### src/hdl/pcl_pkg.sv
// ----------------------------------------------------------------------------
// pcl_pkg: shared types and constants for the positional circular list
// Request and result structs, status and operation codes, and the command
// that the controller broadcasts to the row of storage cells.
// ----------------------------------------------------------------------------
package pcl_pkg;

	localparam int CAPACITY_DEF = 32;
	localparam int MAX_RESULTS  = 32;
	// Count and position width inside the row; covers capacities up to 127.
	localparam int CNT_W        = 7;

	localparam logic [2:0] OP_INS_FRONT = 3'd0;
	localparam logic [2:0] OP_INS_END   = 3'd1;
	localparam logic [2:0] OP_INS_POS   = 3'd2;
	localparam logic [2:0] OP_DEL_FRONT = 3'd3;
	localparam logic [2:0] OP_DEL_END   = 3'd4;
	localparam logic [2:0] OP_DEL_POS   = 3'd5;
	localparam logic [2:0] OP_DUMP      = 3'd6;

	localparam logic [1:0] ST_OK    = 2'd0;
	localparam logic [1:0] ST_EMPTY = 2'd1;
	localparam logic [1:0] ST_FULL  = 2'd2;
	localparam logic [1:0] ST_RANGE = 2'd3;

	typedef struct packed {
		logic [2:0]         operation;
		logic signed [31:0] value;
		logic [5:0]         position;
	} req_t;

	typedef struct packed {
		logic [1:0]         status;
		logic signed [31:0] result_value;
		logic [4:0]         entry_index;
		logic               last;
	} res_t;

	typedef enum logic [1:0] {
		CM_HOLD   = 2'd0,
		CM_INSERT = 2'd1,
		CM_DELETE = 2'd2,
		CM_ROTATE = 2'd3
	} cell_mode_t;

	typedef struct packed {
		cell_mode_t         mode;
		logic [CNT_W-1:0]   pos;
		logic [CNT_W-1:0]   tail;
		logic signed [31:0] value;
	} cell_cmd_t;

endpackage

### src/hdl/pcl_cell.sv
// ----------------------------------------------------------------------------
// pcl_cell: one storage cell of the list
// Holds one entry and, per the broadcast command, keeps it, loads the new
// value, or takes the entry of its left or right neighbor or of the head.
// ----------------------------------------------------------------------------
module pcl_cell #(
	parameter int INDEX = 0
) (
	input  logic                     clk,
	input  pcl_pkg::cell_cmd_t       cmd,
	input  logic signed [31:0]       left,
	input  logic signed [31:0]       right,
	input  logic signed [31:0]       head,
	output logic signed [31:0]       value
);
	import pcl_pkg::*;

	localparam logic [CNT_W-1:0] IDX = CNT_W'(INDEX);

	logic signed [31:0] value_q;
	logic signed [31:0] next_value;

	always_comb begin
		next_value = value_q;
		case (cmd.mode)
			CM_INSERT: begin
				if (IDX == cmd.pos)
					next_value = cmd.value;
				else if (IDX > cmd.pos)
					next_value = left;
			end
			CM_DELETE: begin
				if (IDX >= cmd.pos && IDX < cmd.tail)
					next_value = right;
			end
			CM_ROTATE: begin
				if (IDX < cmd.tail)
					next_value = right;
				else if (IDX == cmd.tail)
					next_value = head;
			end
			default: next_value = value_q;
		endcase
	end

	always_ff @(posedge clk) begin
		value_q <= next_value;
	end

	assign value = value_q;

endmodule

### config.mk
export PLATFORM = sky130hd
export DESIGN_NAME = pcl_cell
export DESIGN_NICKNAME = d
export VERILOG_FILES = /design/src/hdl/pcl_pkg.sv /design/src/hdl/pcl_cell.sv
export SDC_FILE = /design/constraint.sdc
export NUM_CORES = 1
export LEC_CHECK = 0
export ABC_CLOCK_PERIOD_IN_PS = 4200
export BUFFER_PORTS_ARGS = -buffer_cell sky130_fd_sc_hd__buf_2
export CELL_PAD_IN_SITES_DETAIL_PLACEMENT = 2
export CELL_PAD_IN_SITES_GLOBAL_PLACEMENT = 2
export CORE_MARGIN = 8
export CORE_UTILIZATION = 24
export DETAILED_ROUTE_END_ITERATION = 12
export HOLD_SLACK_MARGIN = 0.06
export PLACE_DENSITY_LB_ADDON = 0.15
export SLEW_MARGIN = 15
export SYNTH_ARGS = -nofsm -noshare
export SYNTH_HDL_FRONTEND = slang
export SYNTH_SLANG_ARGS = --single-unit
### constraint.sdc
create_clock -name clk -period 4.2 [get_ports clk]
set_input_delay 0.63 -clock clk [delete_from_list [all_inputs] [get_ports clk]]
set_output_delay 0.63 -clock clk [all_outputs]
set_load 0.005 [all_outputs]
Yosys cells after proc, flatten, opt, wreduce, memory -nomap -nowiden
Index checks and enable logic that the tools add are counted.
W data, S select, Z words.
- flip-flop bits (word level): 32
- logic and storage cells: 21
- output and inout bits: 32
- bits of input ports: 145
- equality and inequality tests: 6
- reduce and logical (&&, ||, !) cells: 5
- mux-type cells: 6
- order comparisons: 3
- operators by type and width (operator ; number):
    $mux W32 ; 5
    $pmux W32 S3 ; 1
    $logic_not A7 Y1 ; 2
    $ge A1 B7 Y1 const A ; 1
    $gt A1 B7 Y1 const A ; 1
    $lt A1 B7 Y1 const A ; 1
    $ne A3 B3 Y1 const B ; 2
    $eq A2 B2 Y1 const B ; 2
    $reduce_and A4 Y1 ; 1
    $reduce_bool A3 Y1 ; 1
    $eq A2 B1 Y1 const B ; 1
    $ne A2 B2 Y1 const B ; 1
    $logic_and A1 B1 Y1 ; 1

Logic depth before layout (Yosys ltp)
- word-level depth: 4
- mapped depth: 5
- mapped depth without buffers: 3

Least setup slack after synthesis
OpenSTA, ideal clock, no wires.
- path type: input to register
- start: in cmd[42] (netlist bit)
- end: reg value_q[0], in the netlist value[0] (enable)
- data required time: 3.767 ns
- data arrival time: 2.947 ns
- setup time: 0.433 ns
- buffers on the path: 1
- stages on the path: 4
- setup slack: 0.820 ns
- path through: nor4_4 > buf_6 > a21oi_1 > o22ai_1
- longest elaborated chain between the ends: 4
- elaborated cells between the ends (all ways): 7
- classes of those cells: order compare: 2; eq/ne: 2; reduce/logical: 3
- ends and longest elaborated chain (what ; line ; RTL):
    from (decl) ; pcl_cell.sv:10 ; input pcl_pkg::cell_cmd_t cmd,
    $ge A1 B7 Y1 ; pcl_cell.sv:33 ; if (IDX >= cmd.pos && IDX < cmd.tail)
    $logic_and A1 B1 Y1 ; pcl_cell.sv:33 ;
    $ne A2 B2 Y1 (no source line) ; -- ;
    $reduce_and A4 Y1 (no source line) (*) ; -- ;
    to (signal assigned) ; pcl_cell.sv:47 ; value_q <= next_value;
    to (decl) ; pcl_cell.sv:20 ; logic signed [31:0] value_q;
Every way passes the cells marked *; elsewhere a longest branch is shown, timed or not.
A chain may end at the register's enable or synchronous reset.

Final worst setup path
- start: in cmd[36] (netlist bit)
- end: reg value_q[19], in the netlist value[19] (enable)
- longest elaborated chain between the ends: 4
- elaborated cells between the ends (all ways): 6
- classes of those cells: order compare: 1; eq/ne: 2; reduce/logical: 3
- ends and longest elaborated chain (what ; line):
    $lt A1 B7 Y1 ; pcl_cell.sv:33, pcl_cell.sv:37
    $logic_and A1 B1 Y1 ; pcl_cell.sv:33
    $ne A2 B2 Y1 (no source line) ; --
    $reduce_and A4 Y1 (no source line) (*) ; --
Marked as above.

==> impl_metrics.tcl <==
set metrics [dict create \
    outcome "complete, no violations" \
    antenna_found_initial 0 \
    dp_hpwl_um 8970 \
    design.core.area_sq_um 11500 \
    ioPinCount 177 \
    antenna_cells 0 \
    htreeDepth 2 \
    syn_area_per_cell_sq_um 10.4 \
    ys_types 26 \
    cts_made_buffers 5 \
    start_util_pct 24.8 \
    cts_buffer_depth 2 \
    slew_headroom_pct 47.1 \
    port_buffers 176 \
    wl_um 12300 \
    setup_viol 0 \
    grt_usage_pct 15.2 \
    crit_path_start_kind "input port" \
    cp_top_family "simple AND/OR/NAND/NOR gates" \
    worstPathRequired_ns 4.23 \
    mostFrequentLayoutCell "buf_2" \
    synth_top_cell_area_share_pct 33.8 \
    first_pass_iters 4 \
    wire_per_inst_um 21.6 \
    largest_reg_flops 32 \
    vias 2903 \
    min_path_type "input port to flop" \
    overflow 0 \
    synth_nets 418 \
    layout.nets 571 \
    netlist_instances 273 \
    leakage_nw 1.49 \
    viasPerCell 5.10 \
    worst_pin_slew_ns 0.793 \
    cts_tree "yes" \
    peakVddDrop_v 0.000132 \
    post-route-period-util_pct 61.7 \
    crit_chain "buf_2 -> or4_4 -> nor4_1 -> o22ai_4 -> buf_16" \
    die-width_um 125 \
    hold_buffers 0 \
    seq_area_frac_synth_pct 33.8 \
    root_buffer "clkbuf_16" \
    end_kind "flop" \
    grt_max_degree 70 \
    ant_nets 0 \
    p_per_area_nw_per_um2 246 \
    cp_num_buf_inv 2 \
    max_stage_delay_ns 0.83 \
    crit_path_top_delay_cell "or4_4" \
    fin_crit_ns 2.59 \
    layout-drive-gt1-share_pct 54.2 \
    area_growth_pct 38.5 \
    hold_viol_final 0 \
    yosys.area.top_type "edfxtp_1" \
    max_freq_mhz 386 \
    grt_pass1_vias 3406 \
    max_cap_violations 0 \
    maxSlewViolCount 0 \
    synth.area.top_cells "edfxtp_1, nor4b_2, a211oi_1, a2111oi_1, nand2b_1" \
    grt_pass1_wl_um 19200 \
    crit_type "input port to flop" \
    cts_resized 0 \
    rsz0062_at_grt "false" \
    worstPathArrival_ns 2.62 \
    syn_area_sq_um 2840 \
    clkSinkCount 32 \
    row_count 39 \
    drt_iter0_markers 122 \
    ys_ff_latch 32 \
    dpl_cell_area_sq_um 3770 \
    layout_common_cells "buf_2, a21oi_1" \
    finalSetupTns_ns 0 \
    die_area_sq_um 15600 \
    final_area_sq_um 3930 \
    cts_setup_buffers 0 \
    drc 0 \
    cp_max_fo 33 \
    yosysWarnings 0 \
    die_y_um 125 \
    gp_congestion 0.727 \
    clk_pin_slew_worst_paths_ns 0.05 \
    fillers 1290 \
]
-- worst paths after layout --
check             slack [ns]  depth (start not counted)   endpoint     from
setup / recovery        1.61                          5  value[19]  cmd[36]
hold / removal          0.78                          3  value[28]  cmd[28]
-- cells by family after synthesis --
group           after synthesis  synth area share, %
buf+inv                      38                 8.19
flops                        32                 33.8
simple gates                105                 31.5
compound gates               98                 26.5
-- metal layers --
layer	wire length, um	up-vias	GRT usage, %
met2	6230	116	26.9
met1	5080	1382	17.8
met3	912	5	4.38
met4	63	0	2.98
li1	-	1400	-
met5	0	-	0
-- power by group --
group          leakage [nW]  internal, mW  switching, mW  total (mW)
combinational          1.12         0.111          0.121       0.232
clock                0.0667         0.215          0.128       0.344
sequential            0.306         0.383        0.00733       0.390
total                  1.49         0.709          0.256       0.966
-- synth_stat cells, drive strengths merged --
cell type and instances:
nor4 3, or4 1, nand3 1, inv 1, a21oi 33, a2111oi 32, buf 26, or4b 1
a211oi 32, nor4b 33, edfxtp 32, and2 1, o22ai 1, nor2 32, clkbuf 11, nand2b 32
nor3 1
-- area by class of cell --
class	count	area [sq um]	share of cell area (%)
multi-input combinational	203	1690	42.9
tap	143	179	4.55
clock buffer	6	129	3.28
timing repair buffer	183	968	24.6
sequential	32	961	24.4
inverter	1	3.75	0.0954
clock inverter	1	5.00	0.127
-- metrics by stage --
| stage | hold slack, ns | util, % | cells | power (mW) | worst slack (ns) |
|---|---|---|---|---|---|
| 6_report | 0.780 | 34.3 | 569 | 0.966 | 1.61 |
| 5_1_grt | 0.798 | 34.3 | 569 | 1.01 | 1.55 |
| 4_1_cts | 0.776 | 34.0 | 568 | 0.981 | 1.51 |
| 3_5_place_dp | 1.03 | 32.9 | 561 | 0.629 | 1.22 |
| 3_3_place_gp | 1.03 | 32.9 | 561 | 0.624 | 1.22 |
| 2_1_floorplan | 0.943 | - | 273 | 0.501 | 0.820 |
No activity file was read; power rests on OpenSTA's default activity.
